`src/assert_macros.svh`:
```
// Assertion macros used by the top-level RTL file.
`ifndef ASSERT_MACROS_SVH
`define ASSERT_MACROS_SVH

`ifndef SYNTH

`define ASSERT_IMPLIES(label, clk, rst_n, ante, cons) \
    label: assert property (@(posedge clk) disable iff (!rst_n) (ante) |-> (cons)) \
        else $error("assertion failed");

`define ASSERT_NEVER(label, clk, rst_n, cond) \
    label: assert property (@(posedge clk) disable iff (!rst_n) !(cond)) \
        else $error("assertion failed");

`define ASSERT_NEXT(label, clk, rst_n, ante, cons) \
    label: assert property (@(posedge clk) disable iff (!rst_n) (ante) |=> (cons)) \
        else $error("assertion failed");

`else

`define ASSERT_IMPLIES(label, clk, rst_n, ante, cons)
`define ASSERT_NEVER(label, clk, rst_n, cond)
`define ASSERT_NEXT(label, clk, rst_n, ante, cons)

`endif

`endif

```
`src/pru_pkg.sv`:
```
// Types and constants of the pixel replication upscaler.
`default_nettype none
package pru_pkg;

    localparam int MAX_WIDTH   = 1024;
    localparam int MAX_SCALE   = 64;
    localparam int ADDR_W      = $clog2(MAX_WIDTH);
    localparam int COL_W       = ADDR_W + 1;
    localparam int REP_W       = $clog2(MAX_SCALE);
    localparam int SCALE_W     = 7;
    localparam int WIDTH_W     = 11;
    localparam int HEIGHT_W    = 16;
    localparam int CFG_DATA_W  = 16;
    localparam int CFG_ADDR_W  = 2;

    localparam int CMD_DEPTH   = 4;
    localparam int CMD_PTR_W   = $clog2(CMD_DEPTH);
    localparam int CMD_CNT_W   = $clog2(CMD_DEPTH + 1);
    localparam int RES_DEPTH   = 4;
    localparam int RES_PTR_W   = $clog2(RES_DEPTH);
    localparam int RES_CNT_W   = $clog2(RES_DEPTH + 1);
    localparam int RES_SUM_W   = RES_CNT_W + 1;

    localparam logic [CFG_ADDR_W-1:0] CFG_SCALE  = 2'd0;
    localparam logic [CFG_ADDR_W-1:0] CFG_WIDTH  = 2'd1;
    localparam logic [CFG_ADDR_W-1:0] CFG_HEIGHT = 2'd2;

    typedef enum logic [0:0] {
        OP_PUSH = 1'b0,
        OP_PULL = 1'b1
    } op_t;

    typedef enum logic [1:0] {
        ST_STORED = 2'd0,
        ST_PIXEL  = 2'd1,
        ST_NONE   = 2'd2,
        ST_REJECT = 2'd3
    } status_t;

    typedef struct packed {
        logic [7:0] red;
        logic [7:0] green;
        logic [7:0] blue;
    } pixel_t;

    typedef struct packed {
        op_t    op;
        pixel_t px;
    } cmd_t;

    typedef struct packed {
        status_t    status;
        pixel_t     px;
        logic       row_end;
        logic [1:0] pad;
        logic       image_end;
    } result_t;

endpackage
`default_nettype wire

```
`src/pru_front.sv`:
```
// Front end: accepts input beats, decodes the opcode, queues commands.
`default_nettype none
module pru_front (
    input  wire logic         clk,
    input  wire logic         rst_n,
    input  wire logic         push,
    input  wire logic         opcode,
    input  wire logic [7:0]   blue_in,
    input  wire logic [7:0]   green_in,
    input  wire logic [7:0]   red_in,
    output logic              full,
    output logic              cmd_valid,
    output pru_pkg::cmd_t     cmd,
    input  wire logic         cmd_take
);
    import pru_pkg::*;

    cmd_t                 entries_reg [CMD_DEPTH];
    logic [CMD_PTR_W-1:0] wr_ptr_reg, wr_ptr_next;
    logic [CMD_PTR_W-1:0] rd_ptr_reg, rd_ptr_next;
    logic [CMD_CNT_W-1:0] count_reg, count_next;
    logic                 do_push;
    cmd_t                 in_cmd;

    always_comb
    begin
        in_cmd.op       = op_t'(opcode);
        in_cmd.px.blue  = blue_in;
        in_cmd.px.green = green_in;
        in_cmd.px.red   = red_in;
    end

    assign full      = (count_reg == CMD_CNT_W'(CMD_DEPTH));
    assign cmd_valid = (count_reg != '0);
    assign cmd       = entries_reg[rd_ptr_reg];
    assign do_push   = push && !full;

    always_comb
    begin
        wr_ptr_next = wr_ptr_reg;
        rd_ptr_next = rd_ptr_reg;
        if (do_push)
        begin
            wr_ptr_next = (wr_ptr_reg == CMD_PTR_W'(CMD_DEPTH - 1)) ? '0
                                                                   : wr_ptr_reg + 1'b1;
        end
        if (cmd_take)
        begin
            rd_ptr_next = (rd_ptr_reg == CMD_PTR_W'(CMD_DEPTH - 1)) ? '0
                                                                   : rd_ptr_reg + 1'b1;
        end
        count_next = count_reg + CMD_CNT_W'(do_push) - CMD_CNT_W'(cmd_take);
    end

    always_ff @(posedge clk or negedge rst_n)
    begin
        if (!rst_n)
        begin
            wr_ptr_reg <= '0;
            rd_ptr_reg <= '0;
            count_reg  <= '0;
        end
        else
        begin
            wr_ptr_reg <= wr_ptr_next;
            rd_ptr_reg <= rd_ptr_next;
            count_reg  <= count_next;
        end
    end

    always_ff @(posedge clk)
    begin
        if (do_push)
        begin
            entries_reg[wr_ptr_reg] <= in_cmd;
        end
    end

endmodule
`default_nettype wire

```
`config.mk`:
```
export PLATFORM = sky130hd
export DESIGN_NAME = pru_front
export DESIGN_NICKNAME = d
export VERILOG_FILES = /design/src/assert_macros.svh /design/src/pru_pkg.sv /design/src/pru_front.sv
export SDC_FILE = /design/constraint.sdc
export NUM_CORES = 1
export LEC_CHECK = 0
export BUFFER_PORTS_ARGS = -buffer_cell sky130_fd_sc_hd__buf_4
export CORE_MARGIN = 3
export CORE_UTILIZATION = 50
export DETAILED_ROUTE_END_ITERATION = 10
export PLACE_DENSITY = 0.7
export SLEW_MARGIN = 20
export SYNTH_ARGS = -nofsm -noshare
export SYNTH_HDL_FRONTEND = slang
export SYNTH_SLANG_ARGS = --single-unit
```
`constraint.sdc`:
```
create_clock -name clk -period 2.8 [get_ports clk]
set_input_delay 0.14 -clock clk [delete_from_list [all_inputs] [get_ports clk]]
set_output_delay 0.14 -clock clk [all_outputs]
set_load 0.01 [all_outputs]
```
==> results of run 1 <==
-- worst paths after layout --
check | depth (start not counted) | from | slack [ns] | to
setup / recovery | 9 | count_reg[1] | 0.57 | count_reg[2]
hold / removal | 2 | cmd_take | 0.06 | rd_ptr_reg[0]
setup reg to reg | 9 | count_reg[1] | 0.57 | count_reg[2]
hold reg to reg | 1 | count_reg[0] | 0.56 | count_reg[0]
max in group asynchronous | 2 | rst_n | 2.54 | rd_ptr_reg[0]
min in group asynchronous | 2 | rst_n | 0.13 | count_reg[0]
-- per-stage QoR --
step	instances	setup slack, ns
after floorplan	167	0.687
after global placement	324	0.620
after detailed placement	324	0.596
after CTS	365	0.555
after global routing	365	0.439
final	365	0.573
-- kinds of logic (layout without fill, tap and decap cells) --
| kind of cell | after synthesis | after routing |
|---|---|---|
| XOR/XNOR | 2 | 2 |
| AND/OR/NAND/NOR | 9 | 9 |
| adder cells (fa/ha/maj) | 8 | 8 |
| multiplexers | 29 | 29 |
| flip-flops | 107 | 107 |
| buffers and inverters | 12 | 108 |
-- worst register-to-register path: stages (launching register included) --
cell     delay, ns
dfrtp_1       0.44
or3b_4        0.46
nand2_4       0.11
ha_1          0.22
inv_1         0.06
ha_1          0.13
inv_1         0.05
fa_1          0.37
xnor2_1       0.18
xnor2_1       0.14
-- cell type report --
class | count | area, sq um | share of cell area
Sequential cell | 107 | 3180 | 0.628
Timing Repair Buffer | 87 | 718 | 0.142
Clock buffer | 9 | 124 | 0.0245
Clock inverter | 6 | 65.1 | 0.0128
Inverter | 6 | 22.5 | 0.00445
Multi-Input combinational cell | 48 | 828 | 0.164
Tap cell | 102 | 128 | 0.0252
-- power by group through the flow --
| stage | sequential (mW) | clock (mW) | combinational, mW |
|---|---|---|---|
| floorplan | 2.23 | 0 | 1.08 |
| global placement | 2.27 | 0 | 1.63 |
| detailed placement | 2.29 | 0 | 1.65 |
| CTS | 2.26 | 0.917 | 1.69 |
| global route | 2.29 | 0.981 | 1.79 |
| finish | 2.25 | 0.897 | 1.65 |
-- routing by layer --
layer,GRT usage,vias to the layer above,share of wire
met3,0.0318,9,0.045
met2,0.263,50,0.51
li1,-,873,-
met1,0.206,979,0.43
met5,0,-,0
met4,0.0666,0,0.015
-- repair_timing --
action,4_1_cts,5_1_grt
hold buffers,26,0
endpoints found under the hold margin,107,0
gates resized for setup,0,0
-- cell usage after synthesis, drive strengths merged --
cell type	count	area [sq um]
xnor2	2	17.5
dfrtp	7	175
edfxtp	100	3000
and3	4	25.0
nand2	1	11.3
mux4	25	589
fa	1	20.0
buf	6	66.3
ha	7	87.6
inv	6	22.5
mux2	4	52.6
or3	1	6.26
nor2	2	7.51
or3b	1	11.3
==> run metrics, run 1 <==
clock slew at the register clock pins of the worst setup and hold paths=0.09 ns; Bufs on Longest Clock Path=2; Final Util=0.645; Sw Share=0.289; Post-CTS Setup Bufs=0; Final Cycle Share=0.795; vias in the first global route=2010; Max IR drop VDD=0.510 mV; H-tree levels=3; Final Hold Vio Count=0; Critical Path, Cell by Cell=or3b_4 -> nand2_4 -> ha_1 -> inv_1 -> ha_1 -> inv_1 -> fa_1 -> xnor2_1 -> xnor2_1; number of synthesized register bits=107; area of the core=0.00785 sq mm; largest net degree at the start of global routing=29; post-synthesis mux area share=0.157; Initial Util=0.522; Post-Syn Area per Cell=24.5 sq um; area share of fa/ha/maj cells after synthesis=0.0263; First-pass DRT Iterations=4; # setup viols final=0; fillers=567; Critical Path AT=2.51 ns; Critical Path RT=3.08 ns; crit path time final=2.23 ns; critical path's top delay family=adder cells; CP max-delay cell=or3b_4; largest family of logic cells by synthesized area=multiplexers; max FFs per register=100; Clock Skews=0.0157 ns; startpoint class of the critical path=register; DRT Wirelength=6.71 mm; f_max=449 MHz; die height=96.5 um; sequential share of power=0.469; compound-gate portion of the synthesized area=0; design area=0.00506 sq mm; Syn-to-layout area delta=23.7%; GRT Resource Usage Total=0.159; die footprint=0.00931 sq mm; critical path type=register to register; element type at the critical path end=register; clock share of power=0.187; Post-DP HPWL=3.97 mm; Fin Setup TNS=0 ns; slowest stage delay, CP=0.46 ns; gp weighted congestion=0.745; TritonCTS Buffers=9; initial antenna violation count=0; share of layout cells above drive strength 1=0.384; commonest non-fill, non-tap cell in the layout=edfxtp_1; DRT antenna net count=0; headroom to the max-slew limit=0.665; Distinct cells, synth=18; number of I/O pins=56; first-pass GRT wire length=10.5 mm; Tightest Pin Transition=0.502 ns; most frequent cells in the layout=edfxtp_1, buf_4, dlygate4sd3_1, mux4_2, clkbuf_8; pwr/cell area=947 mW/mm^2; simple-gate share of the synthesized area=0.0150; DR WL/cell=18.4 um; register area share after synthesis=0.776; DRC viols=0; CTS tree=done; worst path bufs/invs=2; final max-slew violation count=0; Min Hold Slack=0.0637 ns; Synthesized Nets=204; XOR/XNOR Fraction of Synth Area=0.00428; Final Power=4.80 mW; max-cap violation count=0; worst-path maximum fanout=6; Internal=3.41 mW; clock latency on the worst-skew pair=0.36 ns; Via Count=1911; Remaining Overflow, GRT=0; Cells after Synth=167; Iter 0 DRT Violations=66; status=complete, no violations; synthesized cell area=0.00410 sq mm; Hold WC Path Type=input pin to register; Root Driver=clkbuf_8; IO buf count=55; Die W=96.5 um; antenna cells=0; share of total power in combinational logic=0.344; Lkg Pwr=1.84 nW; sw power=1.38 mW; Area after DPL=0.00462 sq mm; FP Rows=32; fin nets=296; RSZ-0062 raised after global routing=no; via/cell ratio=5.24; Yosys warnings=0; CTS sink cnt=107
Note: power is estimated with default switching activity, not from simulation.
==> run 2, diff against run 1 <==
--- a/config.mk
+++ b/config.mk
@@ -9,7 +9,7 @@
 export CORE_MARGIN = 3
 export CORE_UTILIZATION = 50
 export DETAILED_ROUTE_END_ITERATION = 10
-export PLACE_DENSITY = 0.7
+export PLACE_DENSITY = 0.73
 export SLEW_MARGIN = 20
 export SYNTH_ARGS = -nofsm -noshare
 export SYNTH_HDL_FRONTEND = slang
==> constraint.sdc (replaced) <==
create_clock -name clk -period 1.8 [get_ports clk]
set_input_delay 0.09 -clock clk [delete_from_list [all_inputs] [get_ports clk]]
set_output_delay 0.09 -clock clk [all_outputs]
set_load 0.01 [all_outputs]
==> run metrics, run 2 (same netlist as run 1, synthesis figures left out) <==
Critical R2R Capture=count_reg[2]; commonest non-fill, non-tap cell in the layout=edfxtp_1; pwr/cell area=1540 mW/mm^2; area of the core=0.00785 sq mm; max-cap violation count=0; worst-path maximum fanout=2; die footprint=0.00931 sq mm; Reg2Reg Depth=9; number of I/O pins=56; TritonCTS Buffers=9; Final Cycle Share=1.10; Die W=96.5 um; Via Count=1983; Final Util=0.684; Min Hold Slack=0.0317 ns; reg-to-reg slack, setup=-0.18 ns; Hold Crit Depth=2; critical path type=register to register; hold endpoint=rd_ptr_reg[1]; CTS tree=done; FP Rows=32; antenna cells=0; fillers=521; Clock Skews=0.00803 ns; max FFs per register=100; element type at the critical path end=register; Initial Util=0.522; CTS sink cnt=107; pre-CTS setup slack=-0.166 ns; Critical Path AT=2.23 ns; initial antenna violation count=0; Worst Hold Launch=cmd_take; via/cell ratio=5.26; vias in the first global route=2008; most frequent cells in the layout=edfxtp_1, buf_4, dlygate4sd3_1, mux4_2, buf_6; H-tree levels=3; Critical Path, Cell by Cell=or3b_4 -> nand2_4 -> ha_4 -> inv_2 -> ha_4 -> inv_2 -> fa_2 -> xnor2_2 -> xnor2_1; startpoint class of the critical path=register; final max-slew violation count=0; first-pass GRT wire length=10.5 mm; Final Hold Vio Count=0; RSZ-0062 raised after global routing=yes; Worst R2R Start=count_reg[0]; failing checks=negative setup slack; Remaining Overflow, GRT=0; gp weighted congestion=0.671; f_max=506 MHz; Hold WC Path Type=input pin to register; slack of the critical path=-0.178 ns; crit path time final=1.98 ns; headroom to the max-slew limit=0.832; clock slew at the register clock pins of the worst setup and hold paths=0.09 ns; Lkg Pwr=1.94 nW; First-pass DRT Iterations=4; DRT antenna net count=0; Tightest Pin Transition=0.252 ns; CP max-delay cell=or3b_4; GRT Resource Usage Total=0.157; DR WL/cell=19.7 um; Root Driver=clkbuf_8; # setup viols final=19; slowest stage delay, CP=0.41 ns; clock latency on the worst-skew pair=0.36 ns; Max IR drop VDD=0.815 mV; share of layout cells above drive strength 1=0.458; Syn-to-layout area delta=31.0%; die height=96.5 um; DRC viols=0; status=complete, but fails checks; Critical Path RT=2.05 ns; IO buf count=55; DRT Wirelength=7.42 mm; Iter 0 DRT Violations=115; largest net degree at the start of global routing=26; Bufs on Longest Clock Path=2; fin nets=307
## run 2: cell count changes in the layout (fill, tap and decap cells not counted), sizes merged
cell | before | now
buf | 61 | 69
bufinv | 1 | 0
clkbuf | 9 | 12
clkinv | 3 | 4
inv | 7 | 8
## run 2: worst max-delay path by stage
stage	to	depth (start not counted)	slack (ns)	start
2_1_floorplan	count_reg[2]	9	-0.22	count_reg[0]
3_3_place_gp	count_reg[2]	9	-0.14	count_reg[0]
3_5_place_dp	count_reg[2]	9	-0.17	count_reg[0]
4_1_cts	count_reg[2]	9	-0.18	count_reg[0]
5_1_grt	count_reg[2]	9	-0.25	count_reg[0]
6_report	count_reg[2]	9	-0.18	count_reg[0]
## run 2: stage by stage
step	power [mW]	instance area, sq um	instances	setup TNS (ns)
final	8.25	5360	377	-0.720
after CTS	7.80	5220	374	-0.285
after floorplan	5.19	4120	167	-0.378
after global placement	6.31	4760	331	-0.214
after global routing	8.67	5360	377	-1.81
after detailed placement	6.38	4760	331	-0.257
## run 2: where the power goes
part / internal (mW) / switching [mW] / total [mW]
Combinational: 2.01 / 1.42 / 3.43
Sequential: 3.30 / 0.204 / 3.51
Clock: 0.511 / 0.803 / 1.31
Total: 5.83 / 2.43 / 8.25
## run 2: routing by layer
layer | part of all wire | global-route usage
met5 | 0 | 0
met4 | 0.019 | 0.0666
met3 | 0.042 | 0.0356
met2 | 0.52 | 0.249
met1 | 0.42 | 0.211
## run 2: final cells by class
type                       instances  area [sq um]  area share
sequential                       107          3180       0.593
timing repair buffer              98          1020       0.191
multi-input combinational         48           837       0.156
tap                              102           128      0.0238
clock buffer                       9           124      0.0231
clock inverter                     7          51.3     0.00956
inverter                           6          22.5     0.00420
## run 2: worst max-delay path: cells and delay by family (launching register included)
family	cells	cell delay, ns
adder cells (fa/ha/maj)	3	0.64
AND/OR/NAND/NOR	2	0.49
flip-flops	1	0.38
XOR/XNOR	2	0.27
buffers and inverters	2	0.09
## run 2: what timing repair did
action | CTS | global route
hold buffers | 26 | 0
endpoints found under the hold margin | 107 | 0
gates cloned | 0 | 3
pin swaps | 0 | 2
setup buffers | 1 | 0
setup endpoints to repair | 9 | 10
gates resized for setup | 5 | 32
