**config.mk**
```make
export PLATFORM = sky130hd
export DESIGN_NAME = pru_result_q
export DESIGN_NICKNAME = d
export VERILOG_FILES = /design/src/assert_macros.svh /design/src/pru_pkg.sv /design/src/pru_result_q.sv
export SDC_FILE = /design/constraint.sdc
export NUM_CORES = 1
export LEC_CHECK = 0
export ABC_CLOCK_PERIOD_IN_PS = 3000
export BUFFER_PORTS_ARGS = -buffer_cell sky130_fd_sc_hd__buf_2
export CAP_MARGIN = 10
export CORE_MARGIN = 3
export CORE_UTILIZATION = 56
export CTS_BUF_LIST = sky130_fd_sc_hd__clkbuf_16
export DETAILED_ROUTE_END_ITERATION = 10
export PLACE_DENSITY = 0.78
export SETUP_SLACK_MARGIN = 0.1
export SLEW_MARGIN = 20
export SYNTH_ARGS = -nofsm -noshare
export SYNTH_HDL_FRONTEND = slang
export SYNTH_SLANG_ARGS = --single-unit
```
**constraint.sdc**
```tcl
create_clock -name clk -period 3 [get_ports clk]
set_input_delay 0 -clock clk [delete_from_list [all_inputs] [get_ports clk]]
set_output_delay 0 -clock clk [all_outputs]
set_load 0.01 [all_outputs]
```
**src/assert_macros.svh**
```systemverilog
// Assertion macros used by the top-level RTL file.
`ifndef ASSERT_MACROS_SVH
`define ASSERT_MACROS_SVH

`ifndef SYNTH

`define ASSERT_IMPLIES(label, clk, rst_n, ante, cons) \
    label: assert property (@(posedge clk) disable iff (!rst_n) (ante) |-> (cons)) \
        else $error("assertion failed");

`define ASSERT_NEVER(label, clk, rst_n, cond) \
    label: assert property (@(posedge clk) disable iff (!rst_n) !(cond)) \
        else $error("assertion failed");

`define ASSERT_NEXT(label, clk, rst_n, ante, cons) \
    label: assert property (@(posedge clk) disable iff (!rst_n) (ante) |=> (cons)) \
        else $error("assertion failed");

`else

`define ASSERT_IMPLIES(label, clk, rst_n, ante, cons)
`define ASSERT_NEVER(label, clk, rst_n, cond)
`define ASSERT_NEXT(label, clk, rst_n, ante, cons)

`endif

`endif

```
**src/pru_pkg.sv**
```systemverilog
// Types and constants of the pixel replication upscaler.
`default_nettype none
package pru_pkg;

    localparam int MAX_WIDTH   = 1024;
    localparam int MAX_SCALE   = 64;
    localparam int ADDR_W      = $clog2(MAX_WIDTH);
    localparam int COL_W       = ADDR_W + 1;
    localparam int REP_W       = $clog2(MAX_SCALE);
    localparam int SCALE_W     = 7;
    localparam int WIDTH_W     = 11;
    localparam int HEIGHT_W    = 16;
    localparam int CFG_DATA_W  = 16;
    localparam int CFG_ADDR_W  = 2;

    localparam int CMD_DEPTH   = 4;
    localparam int CMD_PTR_W   = $clog2(CMD_DEPTH);
    localparam int CMD_CNT_W   = $clog2(CMD_DEPTH + 1);
    localparam int RES_DEPTH   = 4;
    localparam int RES_PTR_W   = $clog2(RES_DEPTH);
    localparam int RES_CNT_W   = $clog2(RES_DEPTH + 1);
    localparam int RES_SUM_W   = RES_CNT_W + 1;

    localparam logic [CFG_ADDR_W-1:0] CFG_SCALE  = 2'd0;
    localparam logic [CFG_ADDR_W-1:0] CFG_WIDTH  = 2'd1;
    localparam logic [CFG_ADDR_W-1:0] CFG_HEIGHT = 2'd2;

    typedef enum logic [0:0] {
        OP_PUSH = 1'b0,
        OP_PULL = 1'b1
    } op_t;

    typedef enum logic [1:0] {
        ST_STORED = 2'd0,
        ST_PIXEL  = 2'd1,
        ST_NONE   = 2'd2,
        ST_REJECT = 2'd3
    } status_t;

    typedef struct packed {
        logic [7:0] red;
        logic [7:0] green;
        logic [7:0] blue;
    } pixel_t;

    typedef struct packed {
        op_t    op;
        pixel_t px;
    } cmd_t;

    typedef struct packed {
        status_t    status;
        pixel_t     px;
        logic       row_end;
        logic [1:0] pad;
        logic       image_end;
    } result_t;

endpackage
`default_nettype wire

```
**src/pru_result_q.sv**
```systemverilog
// Result queue between the back end and the output port.
`default_nettype none
module pru_result_q (
    input  wire logic                           clk,
    input  wire logic                           rst_n,
    input  wire logic                           res_push,
    input  pru_pkg::result_t                    res,
    output logic [pru_pkg::RES_CNT_W-1:0]       level,
    output logic                                empty,
    input  wire logic                           pop,
    output pru_pkg::result_t                    head
);
    import pru_pkg::*;

    result_t              entries_reg [RES_DEPTH];
    logic [RES_PTR_W-1:0] wr_ptr_reg, wr_ptr_next;
    logic [RES_PTR_W-1:0] rd_ptr_reg, rd_ptr_next;
    logic [RES_CNT_W-1:0] count_reg, count_next;
    logic                 do_pop;

    assign level  = count_reg;
    assign empty  = (count_reg == '0);
    assign head   = entries_reg[rd_ptr_reg];
    assign do_pop = pop && !empty;

    always_comb
    begin
        wr_ptr_next = wr_ptr_reg;
        rd_ptr_next = rd_ptr_reg;
        if (res_push)
        begin
            wr_ptr_next = (wr_ptr_reg == RES_PTR_W'(RES_DEPTH - 1)) ? '0
                                                                   : wr_ptr_reg + 1'b1;
        end
        if (do_pop)
        begin
            rd_ptr_next = (rd_ptr_reg == RES_PTR_W'(RES_DEPTH - 1)) ? '0
                                                                   : rd_ptr_reg + 1'b1;
        end
        count_next = count_reg + RES_CNT_W'(res_push) - RES_CNT_W'(do_pop);
    end

    always_ff @(posedge clk or negedge rst_n)
    begin
        if (!rst_n)
        begin
            wr_ptr_reg <= '0;
            rd_ptr_reg <= '0;
            count_reg  <= '0;
        end
        else
        begin
            wr_ptr_reg <= wr_ptr_next;
            rd_ptr_reg <= rd_ptr_next;
            count_reg  <= count_next;
        end
    end

    always_ff @(posedge clk)
    begin
        if (res_push)
        begin
            entries_reg[wr_ptr_reg] <= res;
        end
    end

endmodule
`default_nettype wire

```
==> results of run 1 <==
==> tightest hold or removal path: stages <==
cell     delay, ns
buf_2         0.09
o31ai_1       0.12
mux2_2        0.18
==> routing by layer <==
metal | share of wire, % | routed length (um) | vias up | global-route usage [%]
met1 | 40 | 3160 | 1166 | 22.1
met3 | 5.9 | 467 | 10 | 5.52
met4 | 1.2 | 95 | 0 | 7.56
met2 | 53 | 4170 | 89 | 30.0
li1 | - | - | 1046 | -
met5 | 0 | 0 | - | 0
==> timing repair <==
item,4_1_cts,5_1_grt
hold endpoints to repair,130,0
gates resized for setup,0,0
hold buffers,33,0
==> path summary, 6_finish.rpt <==
| check | start | endpoint | slack [ns] | cells after the start |
|---|---|---|---|---|
| max in group asynchronous | rst_n | rd_ptr_reg[0]$_DFFE_PN0P_ | 2.17 | 3 |
| hold reg to reg | level[1]$_DFF_PN0_ | level[2]$_DFF_PN0_ | 0.59 | 1 |
| setup reg to reg | level[1]$_DFF_PN0_ | level[2]$_DFF_PN0_ | 0.68 | 9 |
| hold / removal | pop | rd_ptr_reg[0]$_DFFE_PN0P_ | 0.03 | 3 |
| min in group asynchronous | rst_n | wr_ptr_reg[1]$_DFFE_PN0P_ | 0.55 | 3 |
| setup / recovery | level[1]$_DFF_PN0_ | level[2]$_DFF_PN0_ | 0.68 | 9 |
==> final cells by class <==
type | instances | area (um2) | area share (%)
repair buffers | 102 | 681 | 11.0
well taps | 105 | 131 | 2.12
clock buffers | 17 | 425 | 6.88
inverters | 7 | 26.3 | 0.425
clock inverters | 15 | 241 | 3.90
multi-input cells | 53 | 900 | 14.5
flip-flops and latches | 127 | 3780 | 61.1
==> logic make-up (layout without fill, tap and decap cells) <==
family	after synthesis	in the layout	share of synthesized area, %
buf+inv	14	141	2.35
compound gates	3	3	0.366
mux	32	32	14.7
simple gates	8	8	0.967
xor+xnor	2	2	0.366
flops	127	127	79.0
fa+ha+maj	8	8	2.25
==> power breakdown <==
| part | internal [uW] | total (uW) | switching [uW] |
|---|---|---|---|
| Clock | 1560 | 2270 | 719 |
| Combinational | 742 | 1450 | 709 |
| Sequential | 2290 | 2490 | 199 |
==> synthesized netlist by cell type, drive strengths merged <==
| library cell | instances |
|---|---|
| xnor2 | 2 |
| and2 | 4 |
| fa | 1 |
| buf | 7 |
| o31ai | 1 |
| dfrtp | 7 |
| inv | 7 |
| nor2 | 1 |
| ha | 7 |
| nor3 | 1 |
| edfxtp | 120 |
| mux2 | 2 |
| mux4 | 30 |
| o21ai | 2 |
| nand2 | 1 |
| or3b | 1 |
==> per-stage QoR <==
step                      power (uW)  hold WS (ns)  area, um2  cells  setup slack, ns
after CTS                       6300        0.0102       6180    426            0.586
final                           6220        0.0256       6180    426            0.684
after global routing            6510        0.0330       6180    426            0.496
after global placement          3930        -0.158       5190    361            0.795
after detailed placement        3970        -0.159       5190    361            0.683
after floorplan                 3530        -0.296       4790    194            0.848
==> cell usage in the layout (no fill, tap or decap), drive strengths merged <==
master	count
dfrtp	7
clkinv	6
nor2	1
ha	7
edfxtp	120
or3b	1
o21ai	2
dlygate4sd3	33
nor3	1
clkbuf	17
mux4	30
buf	69
and2	4
nand2	1
o31ai	1
fa	1
xnor2	2
mux2	2
bufinv	6
inv	8
clkinvlp	2
==> reports/qor.csv, run 1 <==
metric,value,unit
worst-margin pin slew,0.827,ns
vias per cell,5.42,
number of flip-flops in the largest register,120,
initial antenna violation count,0,
status,finished clean,
Slew Limit Fails,0,
DP HPWL,4210,um
Max Root-Sink Buffers,2,
worst skew pair latency,0.40,ns
Synth area leaders,"edfxtp_1 (75%), mux4_2 (13%), dfrtp_1 (3.7%), ha_1 (1.8%), buf_12 (1.3%)",
Worst setup EP type,flop,
htree depth,4,
Via Count,2311,
Mapped Cells,194,
nature of the critical path startpoint,flop,
critical-path cell list,o31ai_1 -> inv_1 -> ha_1 -> inv_1 -> ha_1 -> inv_1 -> fa_1 -> xnor2_1 -> xnor2_1,
GRT overflow,0,
Final GP Congestion,0.731,
HP Class,input port to flop,
Fill cells,471,
CP arrival,2.63,ns
Max Cap Viol,0,
Slew headroom,44.9,%
clock slew at reported path FFs,0.06,ns
mean routed wirelength per cell,18.5,um
post-CTS setup buffers,0,
final core utilization,74.9,%
Post-Syn Nets,236,
RSZ-0062 raised after global routing,no,
f_max,0.432,GHz
ANT cells,0,
first drt pass iteration count,4,
yosys synthesis warning count,0,
I/O pin total,68,
"Seq/Total Area, Yosys",79.0,%
syn_area_per_cell,24.7,um2
cell area after synthesis,0.00479,mm2
CP max stage cell,o31ai_1,
Clock Skew,0.00622,ns
Synth top area share,75.3,%
Area Overhead vs Synth,29.2,%
Port Buf Inserts,67,
1st-iter DRT viols,84,
Initial Utilization,58.0,%
share of layout cells above drive strength 1,42.7,%
endpoints failing hold,0,
CTS root buf,clkbuf_16,
CTS tree,built,
CP Max Fanout,5,
largest net degree at the start of global routing,31,
Die Ht,98.4,um
die width,98.4,um
cell repeated most along the worst path,inv_1,
Yosys cell types,19,
VDD IR max,0.697,mV
Core Rows,33,
WS Path Type,flop to flop,
CP peak stage delay,0.47,ns
clk sinks,127,
Tcrit/Tclk final,77.2,%
Setup Total Neg Slack,0,ns
Critical Path RT,3.31,ns
number of buffers created by CTS,17,
core area,0.00826,mm2
post-synth top area cell,edfxtp_1,
vias in the first global route,2494,
post-route ant nets,0,
Final Routed Wirelength,7900,um
first-pass GRT wire length,12800,um
Final setup viols,0,
Top Family by Delay on Critical Path,adder cells,
Tmin final,2.32,ns
Lkg Pwr,0.00225,uW
DR DRC count,0,
die area,0.00969,mm2
PwrDens,1010,mW/mm2
Tot GR Track Use,18.0,%
Synth Register Bits,127,
critical path buffer and inverter count,3,
Nets,350,
Power figures use the tool's default switching activity.
==> run 2, diff against run 1 <==
--- a/config.mk
+++ b/config.mk
@@ -5,14 +5,15 @@
 export SDC_FILE = /design/constraint.sdc
 export NUM_CORES = 1
 export LEC_CHECK = 0
-export ABC_CLOCK_PERIOD_IN_PS = 3000
+export ABC_AREA = 1
+export ABC_CLOCK_PERIOD_IN_PS = 2100
 export BUFFER_PORTS_ARGS = -buffer_cell sky130_fd_sc_hd__buf_2
 export CAP_MARGIN = 10
 export CORE_MARGIN = 3
-export CORE_UTILIZATION = 56
+export CORE_UTILIZATION = 52
 export CTS_BUF_LIST = sky130_fd_sc_hd__clkbuf_16
 export DETAILED_ROUTE_END_ITERATION = 10
-export PLACE_DENSITY = 0.78
+export PLACE_DENSITY = 0.76
 export SETUP_SLACK_MARGIN = 0.1
 export SLEW_MARGIN = 20
 export SYNTH_ARGS = -nofsm -noshare
==> constraint.sdc (replaced) <==
create_clock -name clk -period 2.1 [get_ports clk]
set_input_delay 0 -clock clk [delete_from_list [all_inputs] [get_ports clk]]
set_output_delay 0 -clock clk [all_outputs]
set_load 0.01 [all_outputs]
==> run 2 against run 1 <==
Compared with the run above: sequential power is 41% higher; first-iteration DRC count increased by 96%; clock skew is 0.0041 ns higher; worst hold slack gained 0.32 ns; largest cell class unchanged; largest power group unchanged.
==> reports/qor.csv, run 2 <==
metric,value,unit
status,finished clean,
Tmin final,1.87,ns
Slew headroom,67.8,%
RSZ-0062 raised after global routing,yes,
post-route ant nets,0,
Max Root-Sink Buffers,2,
Die Ht,107,um
CTS root buf,clkbuf_16,
DP Area,0.00576,mm2
CP max stage cell,fa_1,
"Seq/Total Area, Yosys",71.7,%
die area,0.0114,mm2
ANT cells,0,
Synth area leaders,"edfxtp_1 (68%), nand2_1 (7.5%), o211ai_1 (7.0%), inv_1 (5.2%), dfrtp_1 (3.3%)",
critical path buffer and inverter count,4,
Nets,563,
nature of the critical path startpoint,flop,
Mapped Cells,403,
CP Max Fanout,4,
DR DRC count,0,
most frequent cells in the layout,"edfxtp_1 (120), nand2_1 (103), inv_1 (74)",
DP HPWL,6000,um
CTS tree,built,
first-pass GRT wire length,16100,um
Slew Limit Fails,0,
clk sinks,127,
die width,107,um
largest net degree at the start of global routing,45,
Setup Total Neg Slack,0,ns
worst skew pair latency,0.40,ns
Final setup viols,0,
mean routed wirelength per cell,15.4,um
number of buffers created by CTS,17,
1st-iter DRT viols,165,
predominant post-synthesis flop cell,edfxtp_1,
clock slew at reported path FFs,0.06,ns
Tot GR Track Use,18.8,%
share of layout cells above drive strength 1,24.5,%
Final Routed Wirelength,10300,um
final core utilization,69.5,%
Top Family by Delay on Critical Path,adder cells,
first drt pass iteration count,4,
Post-synth EDFFs,120,
Lkg Pwr,0.00288,uW
syn_area_per_cell,13.1,um2
Critical Path RT,2.40,ns
htree depth,4,
VDD IR max,0.990,mV
post-synth top area cell,edfxtp_1,
Clock Skew,0.0103,ns
PwrDens,1440,mW/mm2
cell area after synthesis,0.00527,mm2
vias in the first global route,3352,
Max Cap Viol,0,
vias per cell,4.93,
Via Count,3288,
Area Overhead vs Synth,29.5,%
Yosys cell types,18,
async set or reset register ratio after synthesis,5.51,%
"commonest non-fill, non-tap cell in the layout",edfxtp_1,
Core Rows,36,
initial antenna violation count,0,
worst-margin pin slew,0.483,ns
Place WS,0.151,ns
yosys synthesis warning count,0,
Commonest cells post-synth,"edfxtp_1 (120), nand2_1 (105), inv_1 (73)",
final setup margin,0.227,ns
most frequent cell after synthesis,edfxtp_1,
Synth Register Bits,127,
Worst setup EP type,flop,
Tcrit/Tclk final,89.2,%
Post-Syn Nets,445,
endpoints failing hold,0,
core area,0.00982,mm2
WS Path Type,flop to flop,
HP Class,input port to flop,
number of flip-flops in the largest register,120,
f_max,0.534,GHz
critical-path cell list,nor2_2 -> nand2_2 -> nand2_2 -> inv_1 -> ha_1 -> inv_1 -> ha_1 -> inv_1 -> fa_1 -> inv_1,
I/O pin total,68,
CP peak stage delay,0.48,ns
Fin Hold WS,0.344,ns
Initial Utilization,53.7,%
CP arrival,2.17,ns
cell repeated most along the worst path,inv_1,
GRT overflow,0,
final instance area,0.00683,mm2
Port Buf Inserts,67,
Synth top area share,68.4,%
Final GP Congestion,0.742,
## run 2: changes by cell type after synthesis, sizes merged, moves of 2 or more
| cell | delta |
|---|---|
| nand2 | +104 |
| inv | +67 |
| o211ai | +60 |
| mux4 | -30 |
| buf | +9 |
| and2 | -4 |
| clkbuf | +4 |
| mux2 | -2 |
| nand3 | +2 |
| nor2 | +2 |
## run 2: power breakdown
group	switching, uW	internal (uW)
combinational	1780	1140
clock	1050	2350
sequential	242	3270
total	3070	6760
## run 2: per-layer routing
metal / GRT usage [%] / up-vias / part of all wire (%)
met5: 0 / - / 0
met4: 7.31 / 0 / 0.83
met3: 4.76 / 9 / 5.2
met2: 32.5 / 93 / 52
met1: 22.6 / 1562 / 42
li1: - / 1624 / -
## run 2: final timing paths
path / slack [ns] / to / depth (start not counted) / start
worst max-delay path: 0.23 / level[1]$_DFF_PN0_ / 10 / level[2]$_DFF_PN0_
worst min-delay path: 0.34 / entries_reg[1][2]$_DFFE_PP_ / 2 / res[2]
worst max register to register: 0.23 / level[1]$_DFF_PN0_ / 10 / level[2]$_DFF_PN0_
worst min register to register: 0.62 / level[2]$_DFF_PN0_ / 3 / level[2]$_DFF_PN0_
max in group asynchronous: 1.27 / rd_ptr_reg[0]$_DFFE_PN0P_ / 3 / rst_n
min in group asynchronous: 0.55 / level[0]$_DFF_PN0_ / 3 / rst_n
## run 2: layout make-up
type,count,area (um2)
Clock buffer,17,425
Timing Repair Buffer,119,843
Sequential cell,127,3780
Tap cell,133,166
Clock inverter,15,267
Inverter,74,278
Fill cell,689,2990
Multi-Input combinational cell,182,1060
## run 2: cell families (layout without fill, tap and decap cells)
group           Yosys count  after routing  synth area share, %
compound gates           62             62                 9.78
xor+xnor                  2              2                0.332
fa+ha+maj                 8              8                 2.04
buf+inv                  94            225                 8.26
flops                   127            127                 71.7
simple gates            110            110                 7.88
## run 2: worst reg2reg max path: cells and delay by family, from the launching register on
family        cells  cell delay (ns)
flops             1             0.41
fa+ha+maj         3             0.88
simple gates      3             0.29
buf+inv           4             0.20
## run 2: metrics by stage
step	std cells	total power [uW]
after floorplan	403	5440
after global placement	599	6260
after detailed placement	599	6380
after CTS	665	9840
after global routing	667	10400
final	667	9830
## run 2: what timing repair did
action / in CTS / in global routing
setup buffers: 0 / 2
endpoints found under the hold margin: 132 / 0
hold buffers: 34 / 0
resized for setup: 0 / 3
endpoints found under the setup margin: 0 / 3
==> run 3, diff against run 2 <==
--- a/config.mk
+++ b/config.mk
@@ -10,10 +10,10 @@
 export BUFFER_PORTS_ARGS = -buffer_cell sky130_fd_sc_hd__buf_2
 export CAP_MARGIN = 10
 export CORE_MARGIN = 3
-export CORE_UTILIZATION = 52
+export CORE_UTILIZATION = 49
 export CTS_BUF_LIST = sky130_fd_sc_hd__clkbuf_16
 export DETAILED_ROUTE_END_ITERATION = 10
-export PLACE_DENSITY = 0.76
+export PLACE_DENSITY = 0.72
 export SETUP_SLACK_MARGIN = 0.1
 export SLEW_MARGIN = 20
 export SYNTH_ARGS = -nofsm -noshare
==> run 3 against run 2 <==
Compared with the run above: setup slack about the same; fmax hardly changed; global-route usage is 0.76 points lower; die area is 5.8% higher; sequential power decreased by 2%; critical path depth did not move; critical endpoint unchanged; highest routed layer unchanged.
==> reports/qor.csv, run 3 (synthesis results as in run 2) <==
metric,value,unit
worst skew pair latency,0.40,ns
clk sinks,127,
Hold Path Origin,res[24],
hold depth,2,
htree depth,4,
first-pass GRT wire length,16100,um
Max Cap Viol,0,
Slew Limit Fails,0,
WS Path Type,flop to flop,
worst-margin pin slew,0.373,ns
vias in the first global route,3292,
Die Ht,110,um
DR DRC count,0,
Initial Utilization,50.8,%
Final setup viols,0,
die width,110,um
number of buffers created by CTS,17,
mean routed wirelength per cell,15.0,um
ANT cells,0,
I/O pin total,68,
Tcrit/Tclk final,89.2,%
number of flip-flops in the largest register,120,
placed instance count,601,
share of layout cells above drive strength 1,24.3,%
CTS tree,built,
Final Routed Wirelength,10100,um
most frequent cells in the layout,"edfxtp_1 (120), nand2_1 (103), inv_1 (75)",
largest net degree at the start of global routing,61,
endpoints failing hold,0,
Max Root-Sink Buffers,2,
VDD IR max,0.826,mV
die area,0.0120,mm2
Critical Path RT,2.40,ns
Final GP Congestion,0.740,
Port Buf Inserts,67,
Lkg Pwr,0.00287,uW
flop2flop setup slack,0.23,ns
Core Rows,37,
Worst setup EP type,flop,
Clock Skew,0.00737,ns
initial antenna violation count,0,
CTS root buf,clkbuf_16,
Fill cells,773,
1st-iter DRT viols,255,
final core utilization,65.6,%
status,finished clean,
worst hold path endpoint,entries_reg[2][24]$_DFFE_PP_,
RSZ-0062 raised after global routing,yes,
CP arrival,2.17,ns
post-route ant nets,0,
clock slew at reported path FFs,0.05,ns
CP Max Fanout,4,
final instance area,0.00680,mm2
Reg2Reg Capture Point,level[1]$_DFF_PN0_,
PwrDens,1420,mW/mm2
DP Area,0.00577,mm2
"commonest non-fill, non-tap cell in the layout",edfxtp_1,
Pwr Total,9660,uW
Worst R2R Start,level[2]$_DFF_PN0_,
Setup Total Neg Slack,0,ns
vias per cell,4.93,
Tot GR Track Use,18.0,%
HP Class,input port to flop,
Via Count,3307,
GRT overflow,0,
f_max,0.534,GHz
nature of the critical path startpoint,flop,
Reg2Reg Depth,10,
Slew headroom,75.1,%
first drt pass iteration count,7,
Area Overhead vs Synth,29.1,%
Post-Layout Cell Count,671,
Tmin final,1.87,ns
core area,0.0104,mm2
Nets,565,
DP HPWL,5980,um
[run 3: routing by layer]
layer / vias to the layer above / routed length (um) / GRT usage (%)
met4: 0 / 74 / 5.08
met1: 1584 / 4500 / 22.8
met5: - / 0 / 0
li1: 1624 / - / -
met2: 89 / 5010 / 30.3
met3: 10 / 494 / 5.11
[run 3: through the flow]
| stage | worst slack [ns] | hold WS [ns] |
|---|---|---|
| floorplan | 0.223 | -0.296 |
| global placement | 0.267 | -0.159 |
| detailed placement | 0.179 | -0.151 |
| CTS | 0.162 | 0.329 |
| global route | 0.0690 | 0.350 |
| finish | 0.227 | 0.342 |
[run 3: worst max path at each step]
| stage | start | end | slack [ns] | depth (start not counted) |
|---|---|---|---|---|
| floorplan | level[1]$_DFF_PN0_ | level[1]$_DFF_PN0_ | 0.22 | 10 |
| CTS | level[2]$_DFF_PN0_ | level[1]$_DFF_PN0_ | 0.16 | 10 |
| global route | level[2]$_DFF_PN0_ | level[2]$_DFF_PN0_ | 0.07 | 12 |
| detailed placement | level[2]$_DFF_PN0_ | level[1]$_DFF_PN0_ | 0.18 | 10 |
| global placement | level[2]$_DFF_PN0_ | level[1]$_DFF_PN0_ | 0.27 | 10 |
| finish | level[2]$_DFF_PN0_ | level[1]$_DFF_PN0_ | 0.23 | 10 |
[run 3: what timing repair did]
item	in CTS	in global routing
buffers inserted	0	5
resized for setup	0	2
setup endpoints to repair	0	2
endpoints found under the hold margin	132	0
hold buffers	34	0
[run 3: report_power, final]
| part | total [uW] | switching (uW) | internal, uW |
|---|---|---|---|
| clock | 3200 | 997 | 2200 |
| combinational | 3020 | 1850 | 1170 |
| sequential | 3440 | 166 | 3270 |
| total | 9660 | 3010 | 6650 |
[run 3: final cells by class]
type | instances | area (um2) | area share (%)
Multi-Input combinational cell | 182 | 1060 | 15.6
Clock buffer | 17 | 425 | 6.25
Timing Repair Buffer | 121 | 863 | 12.7
Inverter | 74 | 278 | 4.08
Sequential cell | 127 | 3780 | 55.6
Tap cell | 136 | 170 | 2.50
Clock inverter | 14 | 223 | 3.27
[run 3: critical path, cell delays in order (launching register included)]
cell and delay (ns):
dfrtp_1 0.40, nor2_1 0.14, nand2_2 0.09, nand2_2 0.08
inv_1 0.05, ha_1 0.26, inv_1 0.05, ha_1 0.13
inv_1 0.05, fa_1 0.48, inv_1 0.04
